===== src/design/fpp_pkg.sv =====
// Shared types and constants for the chess position string parser.
// No dependencies; every other design file imports this package.
package fpp_pkg;

  localparam int BOARD_SQUARES = 64;
  localparam int COUNT_WIDTH   = 16;

  // Field numbers within the position string
  localparam logic [2:0] FIELD_PLACEMENT = 3'd0;
  localparam logic [2:0] FIELD_SIDE      = 3'd1;
  localparam logic [2:0] FIELD_CASTLING  = 3'd2;
  localparam logic [2:0] FIELD_PASSANT   = 3'd3;
  localparam logic [2:0] FIELD_HALFMOVE  = 3'd4;
  localparam logic [2:0] FIELD_FULLMOVE  = 3'd5;
  localparam logic [2:0] FIELD_LAST      = 3'd7;

  // Characters
  localparam logic [7:0] CH_SPACE   = 8'h20;
  localparam logic [7:0] CH_DASH    = 8'h2D;
  localparam logic [7:0] CH_0       = 8'h30;
  localparam logic [7:0] CH_1       = 8'h31;
  localparam logic [7:0] CH_3       = 8'h33;
  localparam logic [7:0] CH_6       = 8'h36;
  localparam logic [7:0] CH_8       = 8'h38;
  localparam logic [7:0] CH_9       = 8'h39;
  localparam logic [7:0] CH_UPPER_A = 8'h41;
  localparam logic [7:0] CH_UPPER_K = 8'h4B;
  localparam logic [7:0] CH_UPPER_Q = 8'h51;
  localparam logic [7:0] CH_UPPER_Z = 8'h5A;
  localparam logic [7:0] CH_LOWER_A = 8'h61;
  localparam logic [7:0] CH_LOWER_B = 8'h62;
  localparam logic [7:0] CH_LOWER_H = 8'h68;
  localparam logic [7:0] CH_LOWER_K = 8'h6B;
  localparam logic [7:0] CH_LOWER_N = 8'h6E;
  localparam logic [7:0] CH_LOWER_P = 8'h70;
  localparam logic [7:0] CH_LOWER_Q = 8'h71;
  localparam logic [7:0] CH_LOWER_R = 8'h72;
  localparam logic [7:0] CH_LOWER_W = 8'h77;
  localparam logic [7:0] CH_LOWER_Z = 8'h7A;

  // Colour and piece codes
  localparam logic [1:0] COLOR_NONE  = 2'd0;
  localparam logic [1:0] COLOR_WHITE = 2'd1;
  localparam logic [1:0] COLOR_BLACK = 2'd2;

  localparam logic [2:0] KIND_EMPTY  = 3'd0;
  localparam logic [2:0] KIND_PAWN   = 3'd1;
  localparam logic [2:0] KIND_ROOK   = 3'd2;
  localparam logic [2:0] KIND_KNIGHT = 3'd3;
  localparam logic [2:0] KIND_BISHOP = 3'd4;
  localparam logic [2:0] KIND_QUEEN  = 3'd5;
  localparam logic [2:0] KIND_KING   = 3'd6;

  localparam logic signed [7:0] PASSANT_NONE = -8'sd1;
  localparam logic signed [8:0] PASSANT_MAX  = 9'sd127;
  localparam logic signed [8:0] RANK3_OFFSET = 9'sd16;
  localparam logic signed [8:0] RANK6_OFFSET = 9'sd40;

  typedef enum logic [1:0] {
    ST_IDLE,
    ST_SQUARES,
    ST_HEADER
  } fpp_state_t;

  // Controller to datapath
  typedef struct packed {
    logic accept;
    logic emit_square;
    logic emit_header;
  } fpp_cmd_t;

  // Datapath to controller
  typedef struct packed {
    logic run_start;    // request being accepted produces square results
    logic end_request;  // request being offered closes the string
    logic out_free;     // output register can take a result this cycle
    logic last_square;  // one square result left in the current run
    logic hdr_pending;  // header result follows the current run
  } fpp_status_t;

endpackage


===== src/design/fpp_datapath.sv =====
// Datapath of the position parser: parse state, square run and output register.
// Depends on fpp_pkg; driven by fpp_ctrl through command and status structs.
module fpp_datapath (
  input  logic                   clk,
  input  logic                   rst,
  input  fpp_pkg::fpp_cmd_t      cmd,
  output fpp_pkg::fpp_status_t   status,
  input  logic [7:0]             character,
  input  logic                   end_of_string,
  input  logic                   out_ready,
  output logic                   out_valid,
  output logic                   square_valid,
  output logic [5:0]             square_index,
  output logic [1:0]             piece_color,
  output logic [2:0]             piece_kind,
  output logic                   header_valid,
  output logic [1:0]             side_to_move,
  output logic [3:0]             castling_rights,
  output logic signed [7:0]      en_passant_square,
  output logic [15:0]            halfmove_count,
  output logic [15:0]            fullmove_count,
  output logic                   last_result
);
  import fpp_pkg::*;

  localparam logic [COUNT_WIDTH-1:0] COUNT_CAP = {COUNT_WIDTH{1'b1}};
  localparam logic [6:0]             SQUARE_END = 7'(BOARD_SQUARES);

  // Parse state
  logic [2:0]             field_number, field_number_next;
  logic [6:0]             next_square, next_square_next;
  logic [2:0]             position_in_field, position_in_field_next;
  logic [1:0]             side_value, side_value_next;
  logic [3:0]             castling_bits, castling_bits_next;
  logic signed [7:0]      passant_value, passant_value_next;
  logic [COUNT_WIDTH-1:0] halfmove_value, halfmove_value_next;
  logic [COUNT_WIDTH-1:0] fullmove_value, fullmove_value_next;
  logic                   digits_stopped, digits_stopped_next;

  // Pending square run
  logic [3:0]             run_count, run_count_next;
  logic [1:0]             run_color, run_color_next;
  logic [2:0]             run_kind, run_kind_next;
  logic                   hdr_pending, hdr_pending_next;

  logic                   piece_hit;
  logic [1:0]             piece_col;
  logic [2:0]             piece_knd;
  logic [6:0]             squares_left;
  logic [3:0]             item_run;
  logic [2:0]             field_after_space;
  logic signed [8:0]      passant_sum;
  logic                   is_digit;

  function automatic logic [COUNT_WIDTH-1:0] count_step(
    input logic [COUNT_WIDTH-1:0] value,
    input logic [3:0]             digit
  );
    logic [COUNT_WIDTH+3:0] wide;
    wide = (COUNT_WIDTH+4)'(value);
    wide = (wide << 3) + (wide << 1) + (COUNT_WIDTH+4)'(digit);
    if (wide > (COUNT_WIDTH+4)'(COUNT_CAP)) begin
      return COUNT_CAP;
    end
    return wide[COUNT_WIDTH-1:0];
  endfunction

  // Piece letter decode
  always_comb begin
    logic [7:0] lower;
    lower     = character;
    piece_hit = 1'b0;
    piece_col = COLOR_WHITE;
    piece_knd = KIND_EMPTY;
    if (character inside {[CH_LOWER_A:CH_LOWER_Z]}) begin
      piece_col = COLOR_BLACK;
      piece_hit = 1'b1;
    end else if (character inside {[CH_UPPER_A:CH_UPPER_Z]}) begin
      lower     = character + 8'd32;
      piece_hit = 1'b1;
    end
    case (lower)
      CH_LOWER_P: piece_knd = KIND_PAWN;
      CH_LOWER_R: piece_knd = KIND_ROOK;
      CH_LOWER_N: piece_knd = KIND_KNIGHT;
      CH_LOWER_B: piece_knd = KIND_BISHOP;
      CH_LOWER_Q: piece_knd = KIND_QUEEN;
      CH_LOWER_K: piece_knd = KIND_KING;
      default:    piece_hit = 1'b0;
    endcase
  end

  // Length of the run this request would produce
  always_comb begin
    squares_left = SQUARE_END - next_square;
    item_run     = 4'd0;
    if (field_number == FIELD_PLACEMENT) begin
      if (piece_hit) begin
        item_run = (squares_left != 7'd0) ? 4'd1 : 4'd0;
      end else if (character inside {[CH_1:CH_8]}) begin
        item_run = (7'(character[3:0]) < squares_left) ? character[3:0]
                                                       : squares_left[3:0];
      end
    end
  end

  assign field_after_space = (field_number < FIELD_LAST) ? field_number + 3'd1
                                                         : field_number;
  assign is_digit    = character inside {[CH_0:CH_9]};
  assign passant_sum = 9'(passant_value) +
                       ((character == CH_3) ? RANK3_OFFSET : RANK6_OFFSET);

  always_comb begin
    field_number_next      = field_number;
    next_square_next       = next_square;
    position_in_field_next = position_in_field;
    side_value_next        = side_value;
    castling_bits_next     = castling_bits;
    passant_value_next     = passant_value;
    halfmove_value_next    = halfmove_value;
    fullmove_value_next    = fullmove_value;
    digits_stopped_next    = digits_stopped;
    run_count_next         = run_count;
    run_color_next         = run_color;
    run_kind_next          = run_kind;
    hdr_pending_next       = hdr_pending;

    if (cmd.accept) begin
      hdr_pending_next = end_of_string;
      run_count_next   = 4'd0;
      if (character == CH_SPACE) begin
        field_number_next      = field_after_space;
        position_in_field_next = 3'd0;
        digits_stopped_next    = 1'b0;
        case (field_after_space)
          FIELD_SIDE:     side_value_next     = COLOR_NONE;
          FIELD_CASTLING: castling_bits_next  = 4'd0;
          FIELD_HALFMOVE: halfmove_value_next = '0;
          FIELD_FULLMOVE: fullmove_value_next = '0;
          default: ;
        endcase
      end else begin
        case (field_number)
          FIELD_PLACEMENT: begin
            run_count_next = item_run;
            run_color_next = piece_hit ? piece_col : COLOR_NONE;
            run_kind_next  = piece_hit ? piece_knd : KIND_EMPTY;
          end
          FIELD_SIDE: begin
            if (position_in_field == 3'd0) begin
              side_value_next = (character == CH_LOWER_W) ? COLOR_WHITE :
                                (character == CH_LOWER_B) ? COLOR_BLACK : COLOR_NONE;
            end
          end
          FIELD_CASTLING: begin
            if ((position_in_field == 3'd0 && character == CH_UPPER_K) ||
                (position_in_field == 3'd1 && character == CH_UPPER_Q) ||
                (position_in_field == 3'd2 && character == CH_LOWER_K) ||
                (position_in_field == 3'd3 && character == CH_LOWER_Q)) begin
              castling_bits_next = castling_bits | (4'd1 << position_in_field[1:0]);
            end
          end
          FIELD_PASSANT: begin
            if (character == CH_DASH) begin
              passant_value_next = PASSANT_NONE;
            end else if (character inside {[CH_LOWER_A:CH_LOWER_H]}) begin
              passant_value_next = 8'(character - CH_LOWER_A);
            end else if (character == CH_3 || character == CH_6) begin
              passant_value_next = (passant_sum > PASSANT_MAX) ? 8'(PASSANT_MAX)
                                                               : passant_sum[7:0];
            end else begin
              side_value_next = COLOR_NONE;
            end
          end
          FIELD_HALFMOVE: begin
            if (!digits_stopped) begin
              if (is_digit) halfmove_value_next = count_step(halfmove_value,
                                                             character[3:0]);
              else          digits_stopped_next = 1'b1;
            end
          end
          FIELD_FULLMOVE: begin
            if (!digits_stopped) begin
              if (is_digit) fullmove_value_next = count_step(fullmove_value,
                                                             character[3:0]);
              else          digits_stopped_next = 1'b1;
            end
          end
          default: ;
        endcase
        if (position_in_field < 3'd7) begin
          position_in_field_next = position_in_field + 3'd1;
        end
      end
    end

    if (cmd.emit_square) begin
      next_square_next = next_square + 7'd1;
      run_count_next   = run_count - 4'd1;
    end

    // Header closes the string: return to the reset state
    if (cmd.emit_header) begin
      field_number_next      = FIELD_PLACEMENT;
      next_square_next       = 7'd0;
      position_in_field_next = 3'd0;
      side_value_next        = COLOR_NONE;
      castling_bits_next     = 4'd0;
      passant_value_next     = PASSANT_NONE;
      halfmove_value_next    = '0;
      fullmove_value_next    = '0;
      digits_stopped_next    = 1'b0;
      hdr_pending_next       = 1'b0;
    end
  end

  always_ff @(posedge clk) begin
    if (rst) begin
      field_number      <= FIELD_PLACEMENT;
      next_square       <= 7'd0;
      position_in_field <= 3'd0;
      side_value        <= COLOR_NONE;
      castling_bits     <= 4'd0;
      passant_value     <= PASSANT_NONE;
      halfmove_value    <= '0;
      fullmove_value    <= '0;
      digits_stopped    <= 1'b0;
      run_count         <= 4'd0;
      hdr_pending       <= 1'b0;
      out_valid         <= 1'b0;
    end else begin
      field_number      <= field_number_next;
      next_square       <= next_square_next;
      position_in_field <= position_in_field_next;
      side_value        <= side_value_next;
      castling_bits     <= castling_bits_next;
      passant_value     <= passant_value_next;
      halfmove_value    <= halfmove_value_next;
      fullmove_value    <= fullmove_value_next;
      digits_stopped    <= digits_stopped_next;
      run_count         <= run_count_next;
      hdr_pending       <= hdr_pending_next;
      if (cmd.emit_square || cmd.emit_header) begin
        out_valid <= 1'b1;
      end else if (out_ready) begin
        out_valid <= 1'b0;
      end
    end
  end

  always_ff @(posedge clk) begin
    run_color <= run_color_next;
    run_kind  <= run_kind_next;
    if (cmd.emit_square) begin
      square_valid      <= 1'b1;
      square_index      <= next_square[5:0];
      piece_color       <= run_color;
      piece_kind        <= run_kind;
      header_valid      <= 1'b0;
      side_to_move      <= COLOR_NONE;
      castling_rights   <= 4'd0;
      en_passant_square <= 8'sd0;
      halfmove_count    <= 16'd0;
      fullmove_count    <= 16'd0;
      last_result       <= (run_count == 4'd1) && !hdr_pending;
    end else if (cmd.emit_header) begin
      square_valid      <= 1'b0;
      square_index      <= 6'd0;
      piece_color       <= COLOR_NONE;
      piece_kind        <= KIND_EMPTY;
      header_valid      <= 1'b1;
      side_to_move      <= side_value;
      castling_rights   <= castling_bits;
      en_passant_square <= passant_value;
      halfmove_count    <= 16'(halfmove_value);
      fullmove_count    <= 16'(fullmove_value);
      last_result       <= 1'b1;
    end
  end

  assign status.run_start   = (item_run != 4'd0) && (character != CH_SPACE);
  assign status.end_request = end_of_string;
  assign status.out_free    = !out_valid || out_ready;
  assign status.last_square = (run_count == 4'd1);
  assign status.hdr_pending = hdr_pending;

endmodule


===== src/design/fpp_ctrl.sv =====
// Sequencer of the position parser: takes requests and issues one result per cycle while the output register is free.
// Depends on fpp_pkg; commands fpp_datapath.
module fpp_ctrl (
  input  logic                  clk,
  input  logic                  rst,
  input  logic                  in_valid,
  output logic                  in_ready,
  input  fpp_pkg::fpp_status_t  status,
  output fpp_pkg::fpp_cmd_t     cmd
);
  import fpp_pkg::*;

  fpp_state_t state, state_next;

  always_ff @(posedge clk) begin
    if (rst) begin
      state <= ST_IDLE;
    end else begin
      state <= state_next;
    end
  end

  always_comb begin
    state_next      = state;
    in_ready        = 1'b0;
    cmd.accept      = 1'b0;
    cmd.emit_square = 1'b0;
    cmd.emit_header = 1'b0;
    case (state)
      ST_IDLE: begin
        in_ready = 1'b1;
        if (in_valid) begin
          cmd.accept = 1'b1;
          if (status.run_start) begin
            state_next = ST_SQUARES;
          end else if (status.end_request) begin
            state_next = ST_HEADER;
          end
        end
      end
      ST_SQUARES: begin
        if (status.out_free) begin
          cmd.emit_square = 1'b1;
          if (status.last_square) begin
            state_next = status.hdr_pending ? ST_HEADER : ST_IDLE;
          end
        end
      end
      ST_HEADER: begin
        if (status.out_free) begin
          cmd.emit_header = 1'b1;
          state_next      = ST_IDLE;
        end
      end
      default: begin
        state_next = ST_IDLE;
      end
    endcase
  end

endmodule


===== src/design/fen_position_parser.sv =====
// Channel  | handshake           | payload
// ---------+---------------------+------------------------------------------------------
// input    | in_valid / in_ready | character, end_of_string
// output   | out_valid/out_ready | square_valid, square_index, piece_color, piece_kind,
//          |                     | header_valid, side_to_move, castling_rights,
//          |                     | en_passant_square, halfmove_count, fullmove_count,
//          |                     | last_result
//
// A request is taken in ST_IDLE; its square results then follow from ST_SQUARES, since
// the sequencer in fpp_ctrl issues one result per cycle, while out_ready allows, into a single output
// register. The header result on end of string is issued from ST_HEADER after them.
// Reset (rst, synchronous) clears the sequencer, the parse state and out_valid.
// out_ready low holds the output register and stalls the sequencer; a request is
// taken only once the previous one has issued all its results.
// Top level; depends on fpp_pkg, fpp_ctrl and fpp_datapath.
module fen_position_parser (
  input  logic              clk,
  input  logic              rst,
  input  logic              in_valid,
  output logic              in_ready,
  input  logic [7:0]        character,
  input  logic              end_of_string,
  output logic              out_valid,
  input  logic              out_ready,
  output logic              square_valid,
  output logic [5:0]        square_index,
  output logic [1:0]        piece_color,
  output logic [2:0]        piece_kind,
  output logic              header_valid,
  output logic [1:0]        side_to_move,
  output logic [3:0]        castling_rights,
  output logic signed [7:0] en_passant_square,
  output logic [15:0]       halfmove_count,
  output logic [15:0]       fullmove_count,
  output logic              last_result
);
  import fpp_pkg::*;

  fpp_cmd_t    cmd;
  fpp_status_t status;

  fpp_ctrl u_ctrl (
    .clk      (clk),
    .rst      (rst),
    .in_valid (in_valid),
    .in_ready (in_ready),
    .status   (status),
    .cmd      (cmd)
  );

  fpp_datapath u_datapath (
    .clk               (clk),
    .rst               (rst),
    .cmd               (cmd),
    .status            (status),
    .character         (character),
    .end_of_string     (end_of_string),
    .out_ready         (out_ready),
    .out_valid         (out_valid),
    .square_valid      (square_valid),
    .square_index      (square_index),
    .piece_color       (piece_color),
    .piece_kind        (piece_kind),
    .header_valid      (header_valid),
    .side_to_move      (side_to_move),
    .castling_rights   (castling_rights),
    .en_passant_square (en_passant_square),
    .halfmove_count    (halfmove_count),
    .fullmove_count    (fullmove_count),
    .last_result       (last_result)
  );

`ifndef SYNTHESIS
  // Every result is either a square or the header, never both
  a_one_kind: assert property (@(posedge clk) disable iff (rst)
    out_valid |-> (square_valid != header_valid))
    else $error("result is neither a single square nor a header");

  a_header_last: assert property (@(posedge clk) disable iff (rst)
    (out_valid && header_valid) |-> last_result)
    else $error("header result not marked last");

  // End of string always produces a header, so the sequencer must be busy
  a_eos_busy: assert property (@(posedge clk) disable iff (rst)
    (in_valid && in_ready && end_of_string) |=> !in_ready)
    else $error("request taken before header issued");

  // A held result that is not the last one means more results are still to be loaded
  a_run_busy: assert property (@(posedge clk) disable iff (rst)
    (out_valid && !last_result) |-> !in_ready)
    else $error("request taken with square results still owed");
`endif

endmodule


===== config.mk =====
export PLATFORM = sky130hd
export DESIGN_NAME = fen_position_parser
export DESIGN_NICKNAME = d
export VERILOG_FILES = /design/src/design/fpp_pkg.sv /design/src/design/fpp_datapath.sv /design/src/design/fpp_ctrl.sv /design/src/design/fen_position_parser.sv
export SDC_FILE = /design/constraint.sdc
export NUM_CORES = 1
export LEC_CHECK = 0
export BUFFER_PORTS_ARGS = -buffer_cell sky130_fd_sc_hd__clkbuf_2
export CORE_ASPECT_RATIO = 1.2
export CORE_MARGIN = 8
export CORE_UTILIZATION = 40
export DETAILED_ROUTE_END_ITERATION = 10
export SYNTH_ARGS = -nofsm -noshare
export SYNTH_HDL_FRONTEND = slang
export SYNTH_SLANG_ARGS = --single-unit
export TNS_END_PERCENT = 10

===== constraint.sdc =====
create_clock -name clk -period 3.4 [get_ports clk]
set_input_delay 0.51 -clock clk [delete_from_list [all_inputs] [get_ports clk]]
set_output_delay 0.51 -clock clk [all_outputs]
set_load 0.01 [all_outputs]

==> impl_metrics.csv <==
group,metric,value,unit
place,place_area,8990,sq um
routing,ant_nets,0,
synth,yosys_warnings,0,
worst_setup_path,crit_fanout,8,
timing,setup_violations,0,
floorplan,rows,57,
floorplan,core_area,20100,sq um
hold_path,whs_endpoint,"u_datapath.hdr_pending",
global_route,grtUsageTotal,0.178,
worst_setup_path,timing.rr.start,"u_datapath.halfmove_value[0]",
routing,viasPerCell,5.48,
synth,synth-edff-count,17,
clock_network,cts_tree,"built",
job,maxCapViolations,0,
synth,synth_area,8160,sq um
routing,drt-total-wl,22200,um
layout,drive_gt1_frac,0.160,
timing,finalHoldViolations,0,
place,place.gp.congestion,0.888,
clock_network,clk_pin_slew,60,ps
synth,syn-instance-count,965,
worst_setup_path,start_kind,"flip-flop",
global_route,grt_pass1_vias,7045,
global_route,grt_pass1_wl,36100,um
global_route,antenna_found_initial,0,
timing,fin_crit_sh,0.910,
timing,drv_slew,0,
timing,min_period,3090,ps
outcome,run_status,"finished clean",
pwr,vdd_ir_drop_max,0.319,mV
timing,worst_hold_slack,346,ps
worst_setup_path,required,3710,ps
layout,syn2layout_area_growth,17.2,%
clock_network,post_cts_buffers,0,
layout,fill_cells,1997,
routing,detail_route.iter0.violations,463,
floorplan,die_h,172,um
routing,wl_per_cell,16.7,um
layout,num_antenna_cells,0,
timing,grt_setup_unrepaired,"no",
layout,final_nets,1163,
clock_network,postCtsHoldBufs,0,
pwr,p_leak,4.14,nW
place,port_buffers,74,
routing,drc,0,
worst_setup_path,arrival,3400,ps
floorplan,dieArea,25200,sq um
hold_path,hold_path.class,"in2reg",
synth,ys_ff_latch,133,
timing,skew,11.0,ps
clock_network,cts.path.max_buffers,2,
clock_network,root_buffer,"clkbuf_16",
synth,async_reset_ff_frac,0,
synth,avgSynthCellArea,8.46,sq um
clock_network,cts_num_sinks,133,
global_route,grt_overflow,0,
floorplan,ios,75,
timing,layout_setup_ws,307,ps
floorplan,start_util,0.406,
worst_setup_path,critical_path.endpoint_type,"flip-flop",
synth,synth_cell_types,76,
clock_network,clk-insertion-delay-late,430,ps
place,dp_slack,-10.0,ps
synth,synthFlopType,"dfxtp_1",
routing,firstDrtPassIters,5,
synth,yosysSeqAreaShare,0.347,
clock_network,ctsResizeCount,0,
worst_setup_path,reg2reg_slack,310,ps
clock_network,htree_num_levels,4,
pwr,power,3.75,mW
timing,fmax,0.323,GHz
worst_setup_path,worstSetupPathType,"reg2reg",
routing,vias,7311,
timing,tightestPinTransition,945,ps
layout,final_area,9560,sq um
timing,relSlewSlack,0.368,
place,place.detailed.hpwl,16500,um
worst_setup_path,reg2regPathDepth,9,
global_route,grt_max_degree,49,
hold_path,hp-start,"end_of_string",
worst_setup_path,r2r_end,"u_datapath.halfmove_value[2]",
pwr,powerDensity,392,nW/um^2
clock_network,numCtsBuffers,17,
floorplan,die_w,146,um
synth,syn_nets,1073,
hold_path,holdPathStages,3,
## sequential cells by signal, indices dropped and copies added (netlist names), 4 cells and up
register / flops
u_datapath.passant_value: 8
u_datapath.next_square: 7
u_datapath.run_count: 4
u_datapath.castling_bits: 4
u_datapath.square_index: 6
u_datapath.en_passant_square: 8
u_datapath.halfmove_count: 16
u_datapath.halfmove_value: 16
u_datapath.fullmove_count: 16
u_datapath.castling_rights: 4
u_datapath.fullmove_value: 16
## cells by family after synthesis
kind of cell,Yosys count,share of synthesized area
compound gates,259,0.208
xor+xnor,30,0.0322
fa+ha+maj,95,0.150
buf+inv,72,0.0379
flops,133,0.347
mux,9,0.0115
simple gates,367,0.213
## critical path: stages, from the launching register on
cell      delay [ps]
dfxtp_1          440
fa_1             470
ha_1             320
a211oi_1         340
o21ai_0          190
a22oi_1          230
a31oi_1          110
or3_4            340
and2_1           240
a221o_1          300
## per-stage QoR
| step | util | cells | TNS, ps |
|---|---|---|---|
| 2_1_floorplan | - | 965 | 0 |
| 3_3_place_gp | 0.447 | 1301 | 0 |
| 3_5_place_dp | 0.447 | 1301 | -31.3 |
| 4_1_cts | 0.476 | 1333 | 0 |
| 5_1_grt | 0.476 | 1333 | 0 |
| 6_report | 0.476 | 1333 | 0 |
## cell type report
cell class	count	area [sq um]	share of cell area
Clock inverter	14	124	0.0130
Tap cell	265	332	0.0347
Timing Repair Buffer	113	676	0.0706
Multi-Input combinational cell	760	5040	0.527
Clock buffer	18	450	0.0471
Sequential cell	133	2830	0.296
Inverter	30	113	0.0118
## routing by layer
metal | vias to the layer above | wire, um | track usage
met1 | 3450 | 10100 | 0.215
met5 | - | 0 | 0
met2 | 161 | 10900 | 0.310
met3 | 30 | 843 | 0.0348
li1 | 3670 | - | -
met4 | 0 | 401 | 0.0610
## report_power, final
part           leakage (nW)  internal, mW  switching [mW]
registers              1.11          1.63          0.0225
clock network         0.286          1.05           0.738
logic                  2.74         0.106           0.194
total                  4.14          2.79           0.955
## cell usage after synthesis (all sizes together) (7+ instances only)
| cell | instances | area (sq um) |
|---|---|---|
| a211oi | 14 | 118 |
| a21o | 7 | 52.6 |
| a21oi | 101 | 509 |
| a221o | 7 | 70.1 |
| a22oi | 9 | 67.6 |
| a311oi | 9 | 78.8 |
| a31oi | 7 | 43.8 |
| a32oi | 9 | 78.8 |
| and3 | 14 | 87.6 |
| buf | 15 | 95.1 |
| clkbuf | 27 | 101 |
| dfxtp | 116 | 2320 |
| edfxtp | 17 | 510 |
| ha | 90 | 1130 |
| inv | 30 | 113 |
| nand2 | 154 | 578 |
| nand2b | 12 | 75.1 |
| nand3 | 23 | 120 |
| nand4 | 8 | 50.1 |
| nor2 | 81 | 309 |
| nor2b | 12 | 75.1 |
| nor3 | 20 | 111 |
| nor4 | 8 | 56.3 |
| o21a | 7 | 52.6 |
| o21ai | 47 | 243 |
| or3 | 10 | 72.6 |
| xnor2 | 17 | 149 |
| xor2 | 13 | 114 |
## worst max path at each step
stage,startpoint,to,slack (ps)
after floorplan,character[3],u_datapath.passant_value[6],130
after global placement,character[3],u_datapath.fullmove_value[15],50
after detailed placement,character[3],u_datapath.fullmove_value[4],-10
after CTS,u_datapath.halfmove_value[2],u_datapath.halfmove_value[2],310
after global routing,u_datapath.halfmove_value[0],u_datapath.halfmove_value[15],140
final,u_datapath.halfmove_value[0],u_datapath.halfmove_value[2],310
## cell usage in the layout (no fill, tap or decap), types with 12 or more instances in the layout
master,Yosys,routed
nand2_1,154,153
dfxtp_1,116,116
a21oi_1,100,100
ha_1,90,90
nor2_1,79,77
clkbuf_2,0,74
o21ai_0,40,40
buf_4,0,38
inv_1,30,30
nand3_1,22,22
nor3_1,19,19
clkbuf_16,0,18
xnor2_1,17,17
edfxtp_1,17,17
and3_1,14,14
xor2_1,13,13
a211oi_1,13,13
nand2b_1,12,12
nor2b_1,12,12
No activity file was read; power rests on OpenSTA's default activity.
